**src/rtl/core/bor_pkg.sv**
```systemverilog
// shared types and constants for the box overlap relation pipeline
// no dependencies; imported by every module under rtl/core
`timescale 1ns / 1ps

package bor_pkg;

   localparam int COORD_BITS     = 12;
   localparam int AREA_BITS      = 2 * COORD_BITS;
   localparam int UNION_BITS     = AREA_BITS + 1;
   localparam int THR_BITS       = 17;
   localparam int Q_FRAC         = 16;
   localparam int LHS_BITS       = AREA_BITS + Q_FRAC;
   localparam int IOU_PROD_BITS  = THR_BITS + UNION_BITS;
   localparam int CONT_PROD_BITS = THR_BITS + AREA_BITS;
   localparam int CSR_IDX_BITS   = 2;
   localparam int PIPE_LATENCY   = 5;

   localparam logic [CSR_IDX_BITS-1:0] CSR_IOU_THR  = 2'd0;
   localparam logic [CSR_IDX_BITS-1:0] CSR_CONT_THR = 2'd1;

   localparam logic [THR_BITS-1:0] IOU_THR_RESET  = 17'd1311;
   localparam logic [THR_BITS-1:0] CONT_THR_RESET = 17'd13107;

   typedef logic [COORD_BITS-1:0] coord_type;
   typedef logic [AREA_BITS-1:0]  area_type;

   typedef enum logic [1:0] {
      REL_NONE    = 2'd0,
      REL_A_IN_B  = 2'd1,
      REL_B_IN_A  = 2'd2,
      REL_OVERLAP = 2'd3
   } rel_type;

   typedef struct packed {
      logic [THR_BITS-1:0] iou;
      logic [THR_BITS-1:0] cont;
   } thr_type;

   typedef struct packed {
      coord_type left;
      coord_type top;
      coord_type width;
      coord_type height;
   } box_type;

   // overlap extents plus box sizes, out of the span stage
   typedef struct packed {
      coord_type iw;
      coord_type ih;
      coord_type aw;
      coord_type ah;
      coord_type bw;
      coord_type bh;
   } span_type;

   typedef struct packed {
      area_type inter;
      area_type area_a;
      area_type area_b;
   } areas_type;

endpackage

```
**src/rtl/core/bor_csr.sv**
```systemverilog
// threshold register file behind the csr write channel
// depends on bor_pkg
`timescale 1ns / 1ps

module bor_csr
   import bor_pkg::*;
(
   input  logic                    clock,
   input  logic                    reset,
   input  logic                    csr_valid,
   output logic                    csr_ready,
   input  logic [CSR_IDX_BITS-1:0] csr_index,
   input  logic [THR_BITS-1:0]     csr_wdata,
   output thr_type                 thr
);

   thr_type thr_ff, thr_in;
   logic    wr_en;

   assign csr_ready = !reset;
   assign wr_en     = csr_valid && csr_ready;

   always_comb begin
      thr_in = thr_ff;
      if (wr_en) begin
         unique case (csr_index)
            CSR_IOU_THR:  thr_in.iou  = csr_wdata;
            CSR_CONT_THR: thr_in.cont = csr_wdata;
            default: ; // unmapped index, word dropped
         endcase
      end
   end

   always_ff @(posedge clock) begin
      if (reset) begin
         thr_ff.iou  <= IOU_THR_RESET;
         thr_ff.cont <= CONT_THR_RESET;
      end else begin
         thr_ff <= thr_in;
      end
   end

   assign thr = thr_ff;

endmodule

```
**src/rtl/core/bor_span.sv**
```systemverilog
// stage 1: per-axis clipped overlap of the two boxes
// depends on bor_pkg
`timescale 1ns / 1ps

module bor_span
   import bor_pkg::*;
(
   input  logic     clock,
   input  logic     reset,
   input  logic     in_valid,
   input  box_type  box_a,
   input  box_type  box_b,
   output logic     out_valid,
   output span_type out_span
);

   logic                valid_ff;
   span_type            span_ff, span_in;
   logic [COORD_BITS:0] ax_hi, bx_hi, ay_hi, by_hi;
   logic [COORD_BITS:0] x_lo, x_hi, y_lo, y_hi;
   logic [COORD_BITS:0] x_diff, y_diff;

   // edges carry one extra bit so nothing wraps past the frame
   always_comb begin
      ax_hi = {1'b0, box_a.left} + {1'b0, box_a.width};
      bx_hi = {1'b0, box_b.left} + {1'b0, box_b.width};
      ay_hi = {1'b0, box_a.top}  + {1'b0, box_a.height};
      by_hi = {1'b0, box_b.top}  + {1'b0, box_b.height};
      x_lo  = (box_a.left > box_b.left) ? {1'b0, box_a.left} : {1'b0, box_b.left};
      y_lo  = (box_a.top  > box_b.top)  ? {1'b0, box_a.top}  : {1'b0, box_b.top};
      x_hi  = (ax_hi < bx_hi) ? ax_hi : bx_hi;
      y_hi  = (ay_hi < by_hi) ? ay_hi : by_hi;
      x_diff = (x_hi > x_lo) ? (x_hi - x_lo) : '0;
      y_diff = (y_hi > y_lo) ? (y_hi - y_lo) : '0;
      // overlap never exceeds the shorter side, so it fits coord width
      span_in.iw = x_diff[COORD_BITS-1:0];
      span_in.ih = y_diff[COORD_BITS-1:0];
      span_in.aw = box_a.width;
      span_in.ah = box_a.height;
      span_in.bw = box_b.width;
      span_in.bh = box_b.height;
   end

   always_ff @(posedge clock) begin
      if (reset) begin
         valid_ff <= 1'b0;
      end else begin
         valid_ff <= in_valid;
      end
   end

   always_ff @(posedge clock) begin
      span_ff <= span_in;
   end

   assign out_valid = valid_ff;
   assign out_span  = span_ff;

endmodule

```
**src/rtl/core/bor_area.sv**
```systemverilog
// stage 2: intersection area and both box areas, three small multipliers
// depends on bor_pkg
`timescale 1ns / 1ps

module bor_area
   import bor_pkg::*;
(
   input  logic      clock,
   input  logic      reset,
   input  logic      in_valid,
   input  span_type  in_span,
   output logic      out_valid,
   output areas_type out_areas
);

   logic      valid_ff;
   areas_type areas_ff, areas_in;

   always_comb begin
      areas_in.inter  = {{COORD_BITS{1'b0}}, in_span.iw} * {{COORD_BITS{1'b0}}, in_span.ih};
      areas_in.area_a = {{COORD_BITS{1'b0}}, in_span.aw} * {{COORD_BITS{1'b0}}, in_span.ah};
      areas_in.area_b = {{COORD_BITS{1'b0}}, in_span.bw} * {{COORD_BITS{1'b0}}, in_span.bh};
   end

   always_ff @(posedge clock) begin
      if (reset) begin
         valid_ff <= 1'b0;
      end else begin
         valid_ff <= in_valid;
      end
   end

   always_ff @(posedge clock) begin
      areas_ff <= areas_in;
   end

   assign out_valid = valid_ff;
   assign out_areas = areas_ff;

endmodule

```
**src/rtl/core/bor_decide.sv**
```systemverilog
// stages 3 to 5: early classification, threshold products, final compare
// depends on bor_pkg
`timescale 1ns / 1ps

module bor_decide
   import bor_pkg::*;
(
   input  logic      clock,
   input  logic      reset,
   input  logic      in_valid,
   input  areas_type in_areas,
   input  thr_type   thr,
   output logic      out_valid,
   output rel_type   out_rel
);

   // stage 3
   logic                  s3_valid_ff;
   logic                  s3_done_ff, s3_done_in;
   rel_type               s3_rel_ff, s3_rel_in;
   area_type              s3_inter_ff, s3_area_a_ff, s3_area_b_ff;
   logic [UNION_BITS-1:0] s3_union_ff, s3_union_in;
   // stage 4
   logic                      s4_valid_ff;
   logic                      s4_done_ff;
   rel_type                   s4_rel_ff;
   logic [LHS_BITS-1:0]       s4_lhs_ff;
   logic [IOU_PROD_BITS-1:0]  s4_iou_ff, s4_iou_in;
   logic [CONT_PROD_BITS-1:0] s4_ca_ff, s4_ca_in, s4_cb_ff, s4_cb_in;
   // stage 5
   logic    rsp_valid_ff;
   rel_type rsp_rel_ff, rsp_rel_in;
   logic    overlap;

   // empty pairs and containment settle without the threshold path
   always_comb begin
      s3_done_in = 1'b1;
      s3_rel_in  = REL_NONE;
      if (in_areas.area_a == '0 || in_areas.area_b == '0 || in_areas.inter == '0) begin
         s3_rel_in = REL_NONE;
      end else if (in_areas.inter >= in_areas.area_a) begin
         s3_rel_in = REL_A_IN_B;
      end else if (in_areas.inter >= in_areas.area_b) begin
         s3_rel_in = REL_B_IN_A;
      end else begin
         s3_done_in = 1'b0;
      end
      s3_union_in = {1'b0, in_areas.area_a} + {1'b0, in_areas.area_b}
                    - {1'b0, in_areas.inter};
   end

   always_comb begin
      s4_iou_in = {{UNION_BITS{1'b0}}, thr.iou} * {{THR_BITS{1'b0}}, s3_union_ff};
      s4_ca_in  = {{AREA_BITS{1'b0}}, thr.cont} * {{THR_BITS{1'b0}}, s3_area_a_ff};
      s4_cb_in  = {{AREA_BITS{1'b0}}, thr.cont} * {{THR_BITS{1'b0}}, s3_area_b_ff};
   end

   always_comb begin
      overlap = ({{(IOU_PROD_BITS-LHS_BITS){1'b0}}, s4_lhs_ff} >= s4_iou_ff)
             || ({{(CONT_PROD_BITS-LHS_BITS){1'b0}}, s4_lhs_ff} > s4_ca_ff)
             || ({{(CONT_PROD_BITS-LHS_BITS){1'b0}}, s4_lhs_ff} > s4_cb_ff);
      if (s4_done_ff) begin
         rsp_rel_in = s4_rel_ff;
      end else if (overlap) begin
         rsp_rel_in = REL_OVERLAP;
      end else begin
         rsp_rel_in = REL_NONE;
      end
   end

   always_ff @(posedge clock) begin
      if (reset) begin
         s3_valid_ff  <= 1'b0;
         s4_valid_ff  <= 1'b0;
         rsp_valid_ff <= 1'b0;
      end else begin
         s3_valid_ff  <= in_valid;
         s4_valid_ff  <= s3_valid_ff;
         rsp_valid_ff <= s4_valid_ff;
      end
   end

   always_ff @(posedge clock) begin
      s3_done_ff   <= s3_done_in;
      s3_rel_ff    <= s3_rel_in;
      s3_inter_ff  <= in_areas.inter;
      s3_area_a_ff <= in_areas.area_a;
      s3_area_b_ff <= in_areas.area_b;
      s3_union_ff  <= s3_union_in;
      s4_done_ff   <= s3_done_ff;
      s4_rel_ff    <= s3_rel_ff;
      s4_lhs_ff    <= {s3_inter_ff, {Q_FRAC{1'b0}}};
      s4_iou_ff    <= s4_iou_in;
      s4_ca_ff     <= s4_ca_in;
      s4_cb_ff     <= s4_cb_in;
      rsp_rel_ff   <= rsp_rel_in;
   end

   assign out_valid = rsp_valid_ff;
   assign out_rel   = rsp_rel_ff;

endmodule

```
**src/rtl/core/box_overlap_relation.sv**
```systemverilog
// top level of the box overlap relation block
// depends on bor_pkg, bor_csr, bor_span, bor_area, bor_decide
`timescale 1ns / 1ps

// Classifies a pair of boxes as none, A inside B, B inside A or overlapping.
// A new pair is taken on every clock while start is high; busy is high only
// during reset. Each pair yields one relation word on rsp_relation, marked by
// rsp_valid for a single cycle, once it has passed in order through the five
// pipeline registers: clipped spans, area multipliers, early classification,
// threshold multipliers and the final compare. There is no way to hold
// results back, so the receiver must take every word as it comes. Thresholds
// are written over the csr channel, index 0 for the IoU threshold and index 1
// for the containment threshold, both unsigned Q1.16; write them only while
// no pair is in flight.
module box_overlap_relation
   import bor_pkg::*;
(
   input  logic                    clock,
   input  logic                    reset,
   input  logic                    start,
   output logic                    busy,
   input  logic [COORD_BITS-1:0]   req_a_left,
   input  logic [COORD_BITS-1:0]   req_a_top,
   input  logic [COORD_BITS-1:0]   req_a_width,
   input  logic [COORD_BITS-1:0]   req_a_height,
   input  logic [COORD_BITS-1:0]   req_b_left,
   input  logic [COORD_BITS-1:0]   req_b_top,
   input  logic [COORD_BITS-1:0]   req_b_width,
   input  logic [COORD_BITS-1:0]   req_b_height,
   output logic                    rsp_valid,
   output logic [1:0]              rsp_relation,
   input  logic                    csr_valid,
   output logic                    csr_ready,
   input  logic [CSR_IDX_BITS-1:0] csr_index,
   input  logic [THR_BITS-1:0]     csr_wdata
);

   thr_type   thr;
   box_type   box_a, box_b;
   logic      accept;
   logic      span_valid, area_valid;
   span_type  span;
   areas_type areas;
   rel_type   rel;

   assign busy   = reset;
   assign accept = start && !busy;

   assign box_a = '{left: req_a_left, top: req_a_top,
                    width: req_a_width, height: req_a_height};
   assign box_b = '{left: req_b_left, top: req_b_top,
                    width: req_b_width, height: req_b_height};

   bor_csr u_csr (
      .clock     (clock),
      .reset     (reset),
      .csr_valid (csr_valid),
      .csr_ready (csr_ready),
      .csr_index (csr_index),
      .csr_wdata (csr_wdata),
      .thr       (thr)
   );

   bor_span u_span (
      .clock     (clock),
      .reset     (reset),
      .in_valid  (accept),
      .box_a     (box_a),
      .box_b     (box_b),
      .out_valid (span_valid),
      .out_span  (span)
   );

   bor_area u_area (
      .clock     (clock),
      .reset     (reset),
      .in_valid  (span_valid),
      .in_span   (span),
      .out_valid (area_valid),
      .out_areas (areas)
   );

   bor_decide u_decide (
      .clock     (clock),
      .reset     (reset),
      .in_valid  (area_valid),
      .in_areas  (areas),
      .thr       (thr),
      .out_valid (rsp_valid),
      .out_rel   (rel)
   );

   assign rsp_relation = rel;

endmodule

```
**config.mk**
```make
export PLATFORM = sky130hd
export DESIGN_NAME = box_overlap_relation
export DESIGN_NICKNAME = d
export VERILOG_FILES = /design/src/rtl/core/bor_pkg.sv /design/src/rtl/core/bor_csr.sv /design/src/rtl/core/bor_span.sv /design/src/rtl/core/bor_area.sv /design/src/rtl/core/bor_decide.sv /design/src/rtl/core/box_overlap_relation.sv
export SDC_FILE = /design/constraint.sdc
export NUM_CORES = 2
export LEC_CHECK = 0
export BUFFER_PORTS_ARGS = -buffer_cell sky130_fd_sc_hd__buf_4
export CAP_MARGIN = 20
export CELL_PAD_IN_SITES_DETAIL_PLACEMENT = 1
export CELL_PAD_IN_SITES_GLOBAL_PLACEMENT = 1
export CORE_MARGIN = 10
export CORE_UTILIZATION = 40
export CTS_CLUSTER_SIZE = 10
export DETAILED_ROUTE_END_ITERATION = 10
export GPL_TIMING_DRIVEN = 0
export PLACE_DENSITY = 0.78
export SYNTH_ARGS = -nofsm -noshare
export SYNTH_HDL_FRONTEND = slang
export SYNTH_SLANG_ARGS = --single-unit
export TNS_END_PERCENT = 20
```
**constraint.sdc**
```tcl
create_clock -name clock -period 18.8 [get_ports clock]
set_input_delay 3.76 -clock clock [delete_from_list [all_inputs] [get_ports clock]]
set_output_delay 3.76 -clock clock [all_outputs]
set_load 0.02 [all_outputs]
```
==> impl_metrics.tcl <==
set metrics [dict create \
    synthArstFlopShare_pct 0 \
    drt_pre_antenna_iters 5 \
    fin_util_pct 43.4 \
    reg2reg_setup_slack_ps 10530 \
    clockRootBuffer "clkbuf_16" \
    grt_pass1_wl_um 375000 \
    dpl.cell_count 10713 \
    whs_path_depth 0 \
    rsz0062_at_grt "false" \
    critical_path.max_fanout 10 \
    drive_above_1_share_pct 2.95 \
    clock_latency_ps 700 \
    drt_iter0_markers 3377 \
    cts.path.max_buffers 3 \
    syn_avg_cell_area_um2 8.84 \
    die_x_um 446 \
    wl_um 241000 \
    grt.overflow.total 0 \
    ys.flop_type "dfxtp_1" \
    startpoint_type "input pin" \
    crit_arrival_ps 10530 \
    post-route-drc-count 0 \
    reg2reg_to "u_decide.s4_cb_ff[40]" \
    die_area_um2 199000 \
    viasPerCell 5.30 \
    holdCritPathClass "flip-flop to flip-flop" \
    most-common-layout-cells "1854 x inv_1, 1332 x fa_1, 1242 x nand2_1" \
    fmax_mhz 100 \
    cts_tree "built" \
    finalMaxSlewViolations 0 \
    synth_seq_cells 436 \
    ys_warn_count 0 \
    drtAntennaViolNets 0 \
    vias 57273 \
    fill_cells 21340 \
    syn_inst 8221 \
    worst_slack_ps 8850 \
    gp_congestion 0.949 \
    finalNonFillerCells 10808 \
    row_count 156 \
    maxCapViolCount 0 \
    grt_antenna_before_repair 12 \
    grt_pass1_vias 65168 \
    fin_crit_ps 9950 \
    hold_start "u_decide.s3_inter_ff[12]" \
    place_worst_setup_slack_ps 8250 \
    cts_hold_buf 0 \
    finalHoldViolCount 0 \
    htree_num_levels 2 \
    cts_resized 0 \
    dp_hpwl_um 202000 \
    grt_usage_pct 24.3 \
    fin_setup_tns_ps 0 \
    r2r_start "u_csr.thr[7]" \
    relSlewSlack_pct 20.1 \
    synth_edf_count 0 \
    synth_nets 10469 \
    worst_pin_slew_ps 1200 \
    timing.final.crit_share_pct 52.9 \
    io_buffers 122 \
    clkSinkCount 436 \
    layout_commonest_cell "inv_1" \
    min_to "u_decide.s4_lhs_ff[28]" \
    dieHeight_um 446 \
    cp_data_required_time_ps 19370 \
    clk_pin_slew_worst_paths_ps 60 \
    io_pins 124 \
    cts_setup_buffers 0 \
    setup_viol 0 \
    ys_types 80 \
    grt_max_degree 18 \
    routedWlPerCell_um 22.3 \
    finalNetCount 10651 \
    numCtsBuffers 58 \
    skew_ps 34.1 \
    run_status "finished clean" \
    syn_area_um2 72700 \
    area_growth_pct 8.03 \
    core_area_um2 181000 \
    start_util_pct 40.2 \
    end_kind "flip-flop" \
    worstSetupPathType "input pin to flip-flop" \
    ys_seq_area_share_pct 12.0 \
    rr_worst_depth 23 \
]
[layout make-up]
cell class | count | area (um^2) | share of cell area (%)
Antenna cell | 4 | 10.0 | 0.0127
Buffer | 324 | 1220 | 1.56
Clock buffer | 70 | 1550 | 1.97
Clock inverter | 21 | 399 | 0.508
Inverter | 1854 | 6960 | 8.86
Multi-Input combinational cell | 5607 | 55800 | 71.0
Sequential cell | 436 | 8730 | 11.1
Tap cell | 2370 | 2970 | 3.78
Timing Repair Buffer | 122 | 916 | 1.17
[worst max-delay path by stage]
| stage | from | endpoint | slack [ps] |
|---|---|---|---|
| 2_1_floorplan | req_b_left[0] | u_span.out_span[61] | 9630 |
| 3_3_place_gp | req_b_width[0] | u_span.out_span[61] | 8360 |
| 3_5_place_dp | req_b_width[0] | u_span.out_span[61] | 8250 |
| 4_1_cts | req_b_width[0] | u_span.out_span[61] | 8930 |
| 5_1_grt | req_b_left[0] | u_span.out_span[61] | 8310 |
| 6_report | req_b_left[0] | u_span.out_span[61] | 8850 |
[critical path, stage by stage]
cell	delay, ps
buf_4	130
ha_1	220
fa_1	410
a21o_1	180
a21oi_1	250
o21bai_1	90
a21oi_1	290
xor2_1	300
ha_1	310
a21o_1	190
a21o_1	190
a21o_1	180
a21o_1	170
a211o_1	300
a221oi_2	600
clkbuf_1	440
o21ai_0	240
ha_1	360
nor2b_1	140
o21ai_0	210
a21boi_0	150
o21ai_0	230
a21oi_1	130
o2111ai_1	290
nand4b_1	140
o2bb2ai_1	200
clkbuf_1	210
and2_1	200
[through the flow]
stage | hold WS, ps | instance area (um^2)
after floorplan | 310 | 72700
after global placement | 310 | 76600
after detailed placement | 313 | 76600
after CTS | 315 | 78500
after global routing | 322 | 78500
final | 322 | 78500
[synth_stat cells (114+ instances only)]
master | count | share of area [%]
inv_1 | 1854 | 9.6
fa_1 | 1332 | 37
nand2_1 | 1242 | 6.4
ha_1 | 797 | 14
and2_1 | 648 | 5.6
dfxtp_1 | 436 | 12
clkbuf_1 | 317 | 1.6
a21oi_1 | 259 | 1.8
a21o_1 | 171 | 1.8
nor2_1 | 162 | 0.84
xnor2_1 | 154 | 1.9
o21ai_0 | 114 | 0.79
[sequential cells by signal, indices dropped and copies added, names as in the netlist, 2 cells and up]
register,count
u_decide.s3_union_ff,25
u_decide.s4_cb_ff,41
u_area.out_areas,72
u_decide.s3_area_a_ff,24
u_span.out_span,72
u_decide.s4_rel_ff,2
u_csr.thr,34
u_decide.s3_area_b_ff,24
u_decide.s4_lhs_ff,24
u_decide.out_rel,2
u_decide.s3_rel_ff,2
u_decide.s4_iou_ff,42
u_decide.s4_ca_ff,41
u_decide.s3_inter_ff,24
[layer usage]
metal | wire [um] | share of wire [%] | global-route usage [%] | up-vias
li1 | - | - | - | 25287
met1 | 96100 | 40 | 29.8 | 29554
met2 | 115000 | 48 | 41.0 | 1825
met3 | 15100 | 6.3 | 3.91 | 599
met4 | 15300 | 6.3 | 12.9 | 8
met5 | 99 | 0.041 | 0 | -
[logic make-up (layout without fill, tap and decap cells)]
group	after synthesis	in the layout	share of synthesized area, %
multiplexers	41	41	0.577
adder cells (fa/ha/maj)	2129	2129	50.4
buffers and inverters	2178	2391	11.3
flip-flops	436	436	12.0
XOR/XNOR	220	220	2.65
AND/OR/NAND/NOR	2420	2420	16.0
AO/OA/AOI/OAI	797	797	7.13
other	0	4	0
Power is left out: the tool's default activity adds up to more than one toggle a clock period on the data nets, which glitch-free logic cannot reach.
